===== src/tkst_pkg.sv =====
`timescale 1ns / 1ps
// ----------------------------------------------------------------------------
// tkst_pkg
// Shared constants and types for the smallest-value tracker.
// ----------------------------------------------------------------------------
package tkst_pkg;

    localparam int ENTRIES_MAX = 16;
    localparam int CNT_W       = $clog2(ENTRIES_MAX + 1);
    localparam int VALUE_W     = 32;
    localparam int ADDR_W      = 3;
    localparam int OUT_DATA_W  = 16;

    // Item kinds carried on s_axis_tuser.
    localparam logic OP_ADD    = 1'b0;
    localparam logic OP_LOOKUP = 1'b1;

    // Register map.
    localparam logic [ADDR_W-1:0] CAPACITY_ADDR  = 3'd0;
    localparam logic [CNT_W-1:0]  CAPACITY_RESET = CNT_W'(ENTRIES_MAX);
    localparam logic [CNT_W-1:0]  CNT_FULL       = CNT_W'(ENTRIES_MAX);

    // Broadcast to every cell of the row.
    typedef struct packed {
        logic                      add_en;
        logic signed [VALUE_W-1:0] key;
    } cell_ctrl_t;

endpackage


===== src/tkst_cell.sv =====
`timescale 1ns / 1ps
// ----------------------------------------------------------------------------
// tkst_cell
// One slot of the sorted row: holds an entry, compares it with the key and
// takes either its own entry, the key or the left neighbour's entry.
// ----------------------------------------------------------------------------
module tkst_cell (
    input  logic                               aclk,
    input  tkst_pkg::cell_ctrl_t               ctrl,
    input  logic                               occupied,
    input  logic signed [tkst_pkg::VALUE_W-1:0] prev_entry,
    input  logic                               prev_shift,
    output logic signed [tkst_pkg::VALUE_W-1:0] entry,
    output logic                               shift,
    output logic                               match
);

    logic signed [tkst_pkg::VALUE_W-1:0] entry_reg;
    logic signed [tkst_pkg::VALUE_W-1:0] entry_next;

    // A slot moves when it is empty or holds a strictly larger value, so a new
    // value lands after any equal entries.
    assign shift = !occupied || (entry_reg > ctrl.key);
    assign match = occupied && (entry_reg == ctrl.key);
    assign entry = entry_reg;

    always_comb begin
        entry_next = entry_reg;
        if (ctrl.add_en && shift) begin
            entry_next = prev_shift ? prev_entry : ctrl.key;
        end
    end

    always_ff @(posedge aclk) begin
        entry_reg <= entry_next;
    end

endmodule


===== src/top_k_smallest_tracker_core.sv =====
`timescale 1ns / 1ps
// ----------------------------------------------------------------------------
// top_k_smallest_tracker_core
// Keeps the smallest signed values seen so far in ascending order.
// ----------------------------------------------------------------------------
// Input transactions arrive on s_axis: tdata carries the signed value and
// tuser the kind (add or lookup). Each accepted transaction gives exactly one
// result on m_axis carrying the rank of the first equal entry, the flag that
// says whether the last added value is the smallest held, and the count held.
// In the cycle of acceptance a row of cells compares the value with every
// entry and, for an add, shifts larger entries one slot right. Then, once the
// output register is free, the same comparators search the updated row for
// the value and the result is loaded into the output register. The block
// takes no new item until the search of the last one has finished.
// The output register holds a finished result while the receiver stalls;
// the block takes the next item meanwhile and then waits with its search
// until the register is free. Reset empties the list, sets the last added
// value to minus one and the capacity register to sixteen; entries are not
// cleared. The capacity register lies at address 0 of the APB port and
// should be written only while no item is in flight.
// ----------------------------------------------------------------------------
module top_k_smallest_tracker_core (
    input  logic                          aclk,
    input  logic                          aresetn,
    // Input channel
    input  logic                          s_axis_tvalid,
    output logic                          s_axis_tready,
    input  logic [tkst_pkg::VALUE_W-1:0]  s_axis_tdata,  // [31:0] value
    input  logic                          s_axis_tuser,  // [0] operation
    // Result channel
    output logic                          m_axis_tvalid,
    input  logic                          m_axis_tready,
    // [4:0] rank, [5] last_is_best, [10:6] held_count, [15:11] zero
    output logic [tkst_pkg::OUT_DATA_W-1:0] m_axis_tdata,
    // Configuration port
    input  logic                          psel,
    input  logic                          penable,
    input  logic                          pwrite,
    input  logic [tkst_pkg::ADDR_W-1:0]   paddr,
    input  logic [31:0]                   pwdata,
    output logic [31:0]                   prdata,
    output logic                          pready
);

    localparam int N  = tkst_pkg::ENTRIES_MAX;
    localparam int CW = tkst_pkg::CNT_W;

    logic [CW-1:0] capacity_reg, capacity_next;
    logic [CW-1:0] count_reg, count_next;
    logic signed [tkst_pkg::VALUE_W-1:0] last_added_reg, last_added_next;
    logic signed [tkst_pkg::VALUE_W-1:0] value_reg, value_next;
    logic busy_reg, busy_next;
    logic m_valid_reg, m_valid_next;
    logic [tkst_pkg::OUT_DATA_W-1:0] m_data_reg, m_data_next;

    tkst_pkg::cell_ctrl_t ctrl;
    logic signed [tkst_pkg::VALUE_W-1:0] entry_w [N];
    logic [N-1:0] shift_w;
    logic [N-1:0] match_w;
    logic [N-1:0] occupied_w;

    logic          accept;
    logic          finish;
    logic          cfg_write;
    logic [CW-1:0] limit;
    logic [CW-1:0] grown;
    logic [CW-1:0] rank;
    logic          best;

    assign pready        = 1'b1;
    assign cfg_write     = psel && penable && pwrite && pready;
    assign prdata        = (paddr == tkst_pkg::CAPACITY_ADDR) ?
                           {{(32-CW){1'b0}}, capacity_reg} : 32'd0;

    assign s_axis_tready = !busy_reg;
    assign accept        = s_axis_tvalid && s_axis_tready;
    assign finish        = busy_reg && (!m_valid_reg || m_axis_tready);

    assign m_axis_tvalid = m_valid_reg;
    assign m_axis_tdata  = m_data_reg;

    // The comparators see the incoming value while idle and the stored value
    // during the search.
    assign ctrl = {accept && (s_axis_tuser == tkst_pkg::OP_ADD),
                   busy_reg ? value_reg : $signed(s_axis_tdata)};

    genvar g;
    generate
        for (g = 0; g < N; g++) begin : g_cell
            assign occupied_w[g] = CW'(g) < count_reg;
            if (g == 0) begin : g_head
                tkst_cell u_cell (
                    .aclk       (aclk),
                    .ctrl       (ctrl),
                    .occupied   (occupied_w[g]),
                    .prev_entry (ctrl.key),
                    .prev_shift (1'b0),
                    .entry      (entry_w[g]),
                    .shift      (shift_w[g]),
                    .match      (match_w[g])
                );
            end else begin : g_body
                tkst_cell u_cell (
                    .aclk       (aclk),
                    .ctrl       (ctrl),
                    .occupied   (occupied_w[g]),
                    .prev_entry (entry_w[g-1]),
                    .prev_shift (shift_w[g-1]),
                    .entry      (entry_w[g]),
                    .shift      (shift_w[g]),
                    .match      (match_w[g])
                );
            end
        end
    endgenerate

    // Capacity above the row length saturates.
    assign limit = (capacity_reg > tkst_pkg::CNT_FULL) ? tkst_pkg::CNT_FULL : capacity_reg;
    assign grown = count_reg + CW'(1);

    always_comb begin
        rank = '0;
        for (int i = N - 1; i >= 0; i--) begin
            if (match_w[i]) begin
                rank = CW'(i + 1);
            end
        end
    end

    assign best = (count_reg != '0) && (last_added_reg == entry_w[0]);

    always_comb begin
        capacity_next   = capacity_reg;
        count_next      = count_reg;
        last_added_next = last_added_reg;
        value_next      = value_reg;
        busy_next       = busy_reg;
        m_valid_next    = m_valid_reg;
        m_data_next     = m_data_reg;

        if (cfg_write && (paddr == tkst_pkg::CAPACITY_ADDR)) begin
            capacity_next = pwdata[CW-1:0];
        end

        if (accept) begin
            value_next = $signed(s_axis_tdata);
            busy_next  = 1'b1;
            if (ctrl.add_en) begin
                last_added_next = $signed(s_axis_tdata);
                count_next      = (grown > limit) ? limit : grown;
            end
        end

        if (m_axis_tready) begin
            m_valid_next = 1'b0;
        end
        if (finish) begin
            busy_next    = 1'b0;
            m_valid_next = 1'b1;
            m_data_next  = {{(tkst_pkg::OUT_DATA_W - 2*CW - 1){1'b0}}, count_reg, best, rank};
        end
    end

    always_ff @(posedge aclk) begin
        if (!aresetn) begin
            capacity_reg   <= tkst_pkg::CAPACITY_RESET;
            count_reg      <= '0;
            last_added_reg <= -32'sd1;
            busy_reg       <= 1'b0;
            m_valid_reg    <= 1'b0;
        end else begin
            capacity_reg   <= capacity_next;
            count_reg      <= count_next;
            last_added_reg <= last_added_next;
            busy_reg       <= busy_next;
            m_valid_reg    <= m_valid_next;
        end
    end

    always_ff @(posedge aclk) begin
        value_reg  <= value_next;
        m_data_reg <= m_data_next;
    end

endmodule


===== config.mk =====
export PLATFORM = sky130hd
export DESIGN_NAME = top_k_smallest_tracker_core
export DESIGN_NICKNAME = d
export VERILOG_FILES = /design/src/tkst_pkg.sv /design/src/tkst_cell.sv /design/src/top_k_smallest_tracker_core.sv
export SDC_FILE = /design/constraint.sdc
export NUM_CORES = 2
export LEC_CHECK = 0
export ABC_CLOCK_PERIOD_IN_PS = 7300
export BUFFER_PORTS_ARGS = -buffer_cell sky130_fd_sc_hd__buf_2
export CAP_MARGIN = 10
export CORE_MARGIN = 4
export CORE_UTILIZATION = 40
export CTS_BUF_LIST = sky130_fd_sc_hd__clkbuf_8
export CTS_CLUSTER_DIAMETER = 60
export DETAILED_ROUTE_END_ITERATION = 10
export PLACE_DENSITY = 0.57
export SLEW_MARGIN = 5
export SYNTH_ARGS = -nofsm -noshare
export SYNTH_HDL_FRONTEND = slang
export SYNTH_SLANG_ARGS = --single-unit

===== constraint.sdc =====
create_clock -name aclk -period 7.3 [get_ports aclk]
set_input_delay 0.365 -clock aclk [delete_from_list [all_inputs] [get_ports aclk]]
set_output_delay 0.365 -clock aclk [all_outputs]
set_load 0.05 [all_outputs]

# == Word-level counts from Yosys, hierarchy flattened ==
# Cells that the tools add are included.
# op_classes
addsub,1
n_lt_le_gt_ge,34
n_eq_ne,17
mux,36
bitwise_logic,2
reduce_logical,82
# op_table
cell,n
32-bit equality test,17
32-bit greater-than comparator,16
32-bit two-way mux,16
4-bit by 5-bit less-than comparator with 1-bit output (first input constant),8
1-bit logical AND,39
4-bit two-way mux,8
3-bit by 5-bit less-than comparator with 1-bit output (first input constant),4
5-bit two-way mux,4
1-bit zero test,18
1-bit logical OR,17
15-bit OR reduction,1
3-bit two-way mux,4
1-bit by 5-bit less-than comparator with 1-bit output (first input constant),2
2-bit by 5-bit less-than comparator with 1-bit output (first input constant),2
7-bit OR reduction,1
5-bit by 1-bit adder with 5-bit output (second input constant),1
5-bit greater-than comparator,1
5-bit greater-than comparator (second input constant),1
5-bit nonzero test,1
2-bit two-way mux,2
3-bit zero test,1
3-bit OR reduction,1
1-bit two-way mux,2
1-bit inverter,2
other kinds (3),3
# word_totals
reg_bits,599
in_bits,75
out_inout_bits,51
wordCells,199

# == Logic depth before layout (Yosys ltp) ==
# logic_depth
depth_word,18
mapped_depth,16
mapped_depth_nobuf,11

# == By module ==
# From an unflattened synthesis, not the netlist that was laid out.
# hier_totals
hier_cells,4083
area_unflattened_um2,38240.4
# by_module_without_submodules
module,instances,cells_each,area_per_inst_um2,seq_area_each_um2
tkst_cell,16,227,2112.0,960.9
top_k_smallest_tracker_core,1,451,4448.0,2172.1

# == Worst setup path after synthesis ==
# No wires, ideal clock.
# synth_path
kind,reg2reg
start,reg busy_reg
end,"reg g_cell[0].g_head.u_cell.entry_reg, in the netlist g_cell[0].g_head.u_cell.entry[0], enable pin"
setup_time_ns,0.461
arrival_time_ns,5.659
required_ns,6.839
setup_slack_ns,1.180
path_stages_with_launch,14
n_path_buf,3
period_less_slack_ns,6.120
path_cell_list,dfxtp_1 > clkbuf_1 > buf_1 > mux2_2 > clkbuf_1 > inv_1 > ha_1 > a21o_1 > a211o_1 > o21ai_0 > o211ai_1 > nor3_1 > mux2_2 > nor3_1
# synth_rtl
element,line,source
"start, declared",top_k_smallest_tracker_core.sv:52,"logic busy_reg, busy_next;"
"start signal, assigned",top_k_smallest_tracker_core.sv:175,busy_reg <= busy_next;
"end signal, assigned",tkst_cell.sv:35,entry_reg <= entry_next;
"end, declared",tkst_cell.sv:18,logic signed [tkst_pkg::VALUE_W-1:0] entry_reg;

# == Worst setup path after layout ==
# layout_path
start,reg busy_reg
end,"reg g_cell[9].g_body.u_cell.entry_reg, in the netlist g_cell[9].g_body.u_cell.entry[12] (data pin)"
# layout_between
elab_chain_cells,4
# layout_lines
element,line,source
32-bit two-way mux (*),top_k_smallest_tracker_core.sv:85,busy_reg ? value_reg : $signed(s_axis_tdata)};
32-bit greater-than comparator,tkst_cell.sv:23,assign shift = !occupied || (entry_reg > ctrl.key);
1-bit logical OR,tkst_cell.sv:23,
32-bit two-way mux (*),tkst_cell.sv:30,entry_next = prev_shift ? prev_entry : ctrl.key;
"end signal, assigned",tkst_cell.sv:35,
"end, declared",tkst_cell.sv:18,
# Every way passes the cells marked *; elsewhere a longest branch is shown, timed or not.
# A chain may end at the register's enable or synchronous reset.

==> key figures <==
Outcome
  – Status: complete, no violations

Route
  – Met3 WL: 4410 µm
  – DRC violations left: 0
  – Post-DR wirelength/cell: 21.2 µm
  – Routed Antenna Nets: 0
  – Initial DRC count: 1536
  – WL met1: 41000 µm
  – Wirelength, routed: 94700 µm
  – DR top layer: met4
  – Drt via density: 5.56
  – First-pass DRT Iterations: 5
  – Met2 WL post-DR: 45300 µm
  – Via count: 24900

Worst setup path
  – Critical Path Start Type: flop
  – Data required, critical path: 7750 ps
  – Worst path top cell family by delay: buffers and inverters
  – Worst flop-to-flop path endpoint: g_cell[9].g_body.u_cell.entry[12]
  – Buffers & Inverters on Critical Path: 3
  – Worst Setup Path Type: flop to flop
  – Max incr delay on CP: 910 ps
  – R2R cell count: 13
  – Worst Setup End Kind: flop
  – Worst R2R Start: busy_reg
  – Max FO, Critical Path: 32
  – Worst path depth: 13
  – Internal reg-to-reg setup slack: 1450 ps
  – Critical path origin: busy_reg
  – CP Cell Sequence: buf_4 -> mux2_2 -> inv_1 -> ha_1 -> nand4_1 -> nor4_1 -> nand2_1 -> a311oi_1 -> a211oi_1 -> mux2i_1 -> nor2_2 -> buf_4 -> mux2_2
  – CP endpoint: g_cell[9].g_body.u_cell.entry[12]
  – Worst Path Arrival: 6300 ps
  – CP max-delay cell: dfxtp_1

Yosys
  – Synthesized area: 37600 µm²
  – Seq/Total Area, Yosys: 0.467
  – Number of warnings reported in the yosys synthesis log: 0
  – Syn_area_per_cell: 12.8 µm²
  – Top cell type's share of synthesized area: 0.443
  – Async S/R FF share, synth: 0
  – Area leader, netlist: edfxtp_1
  – Post-synth EDFFs: 555
  – Syn Inst Count: 2948
  – Top area cells in the synthesized netlist: edfxtp_1 (44%), ha_1 (17%), mux2_2 (13%), dfxtp_1 (2.3%), mux2_4 (2.3%)
  – Synth Register Bits: 599
  – Ys flop type: edfxtp_1
  – Synth unique cells: 81

Layout
  – Non-Filler Instances: 4476
  – Design area: 41800 µm²
  – Layout area overhead: 11.0%
  – Nets@finish: 3725
  – Max reg flops: 480
  – Layout cells sized above 1: 0.251

Placement
  – DP Area: 39500 µm²
  – DP Cell Count: 4240
  – Post-DP HPWL: 74600 µm
  – GPL Wtd Cong: 0.929
  – PortBufs: 65

GRT
  – Antenna violations before repair: 2
  – GRT overflow: 0
  – First-pass GRT wire length: 147000 µm
  – Largest net degree at the start of global routing: 42
  – Vias in the first global route: 26900
  – Total global-route track usage: 0.190

STA
  – RSZ-0062 raised after global routing: no
  – Final setup viols: 0
  – Final min period: 5850 ps
  – Max-slew violation total from the final report: 0
  – Least-Margin Pin Slew: 1090 ps
  – Final period util: 0.802
  – Sum Neg Setup Slack: 0 ps
  – Highest clock rate: 171 MHz
  – Final Hold Fails: 0
  – Rel. slew slack: 0.269
  – Clk_skew: 34.9 ps
  – Final hold slack: 208 ps

Clock tree
  – CTS sink cnt: 599
  – Num CTS Buffers: 104
  – Skew-Pair Late Insertion Delay: 730 ps
  – CTS tree: built
  – CTS hold repair buffers: 39
  – H-tree depth: 3
  – Max clock buf depth: 3
  – Post-CTS sizing: 0
  – Post-CTS Setup Bufs: 0
  – CTS root buffer: clkbuf_8
  – Worst-path clk slew: 60 ps

Die
  – Die X: 315 µm
  – Die ar.: 99000 µm²
  – Core area: 93300 µm²
  – Num rows: 112
  – Initial Utilization: 0.403
  – Die H: 315 µm
  – # IOs: 126

Min path
  – Min-Delay Path Depth: 2
  – Hold Crit Class: input pin to flop

Power and ir drop
  – Max IR drop VDD: 0.157 mV
  – LEAKAGE: 16.5 nW
  – Pwr Total: 8.50 mW
  – Power per cell area: 204 nW/µm²

Job
  – MaxCap Viol Count: 0
## cell type report
type,count,area [µm²]
Tap cell,1254,1570
Timing Repair Buffer,184,1320
Inverter,76,285
Clock inverter,82,387
Sequential cell,599,17500
Fill cell,8483,51600
Antenna cell,4,10.0
Clock buffer,111,1530
Multi-Input combinational cell,2166,19100
## report_power, final
part           switching, mW  internal (mW)
Sequential            0.0892           3.95
Clock                   1.44           1.47
Combinational          0.960          0.594
Total                   2.49           6.01
## per-layer routing
layer	up-vias	global-route usage
met4	0	0.0793
met3	200	0.0265
met1	12300	0.240
met2	610	0.327
li1	11800	-
met5	-	0
## Yosys cell counts, types with 4 or more instances
library cell,instances
o21ai_1,4
o211ai_1,28
edfxtp_1,555
buf_2,24
nor3b_1,6
buf_12,6
a21oi_1,154
nand4_1,111
a31oi_1,10
o221ai_1,5
and2_1,13
xor2_1,29
a211oi_1,31
a21boi_0,7
nor2_1,91
mux2i_1,12
clkbuf_1,55
and4_1,7
inv_1,76
xnor2_1,7
o21ai_0,73
o31ai_1,5
nor3_1,31
a2111oi_0,11
buf_6,7
and3_1,8
or2_2,7
dfxtp_1,44
a221oi_1,8
nor2b_1,22
buf_4,43
a211o_1,9
o21a_1,6
nand4b_1,4
mux2_2,439
nand2_1,163
nand2b_1,19
mux2_1,19
nor4_1,26
a21o_1,48
mux2_4,58
ha_1,519
nand3_1,91
## cell usage in the layout, fill, tap and decap left out, drive strengths merged, types with 48 or more instances in the layout
cell type,instances
mux2,516
inv,109
nand3,91
edfxtp,555
clkbuf,111
ha,519
nor2,91
nand2,164
a21o,48
buf,145
nand4,111
o21ai,77
a21oi,156
## worst min-delay path by stage
stage | startpoint | end
2_1_floorplan | last_added_reg[0] | last_added_reg[0]
3_3_place_gp | last_added_reg[18] | last_added_reg[18]
3_5_place_dp | last_added_reg[31] | last_added_reg[31]
4_1_cts | aresetn | last_added_reg[15]
5_1_grt | penable | capacity_reg[4]
6_report | aresetn | last_added_reg[13]
## through the flow
| step | setup WS [ps] | util |
|---|---|---|
| 2_1_floorplan | 1180 | - |
| 3_3_place_gp | 1580 | 0.423 |
| 3_5_place_dp | 1470 | 0.423 |
| 4_1_cts | 1440 | 0.447 |
| 5_1_grt | 1140 | 0.447 |
| 6_report | 1450 | 0.448 |
## cell families (layout without fill, tap and decap cells)
family / count (synthesis) / in the layout / synth area share
AO/OA/AOI/OAI: 434 / 434 / 0.0746
XOR/XNOR: 36 / 36 / 0.00838
adder cells (fa/ha/maj): 519 / 519 / 0.173
buffers and inverters: 214 / 453 / 0.0304
flip-flops: 599 / 599 / 0.467
multiplexers: 528 / 528 / 0.163
other: 2 / 37 / 0.000200
AND/OR/NAND/NOR: 616 / 616 / 0.0838
Power figures use the tool's default switching activity.
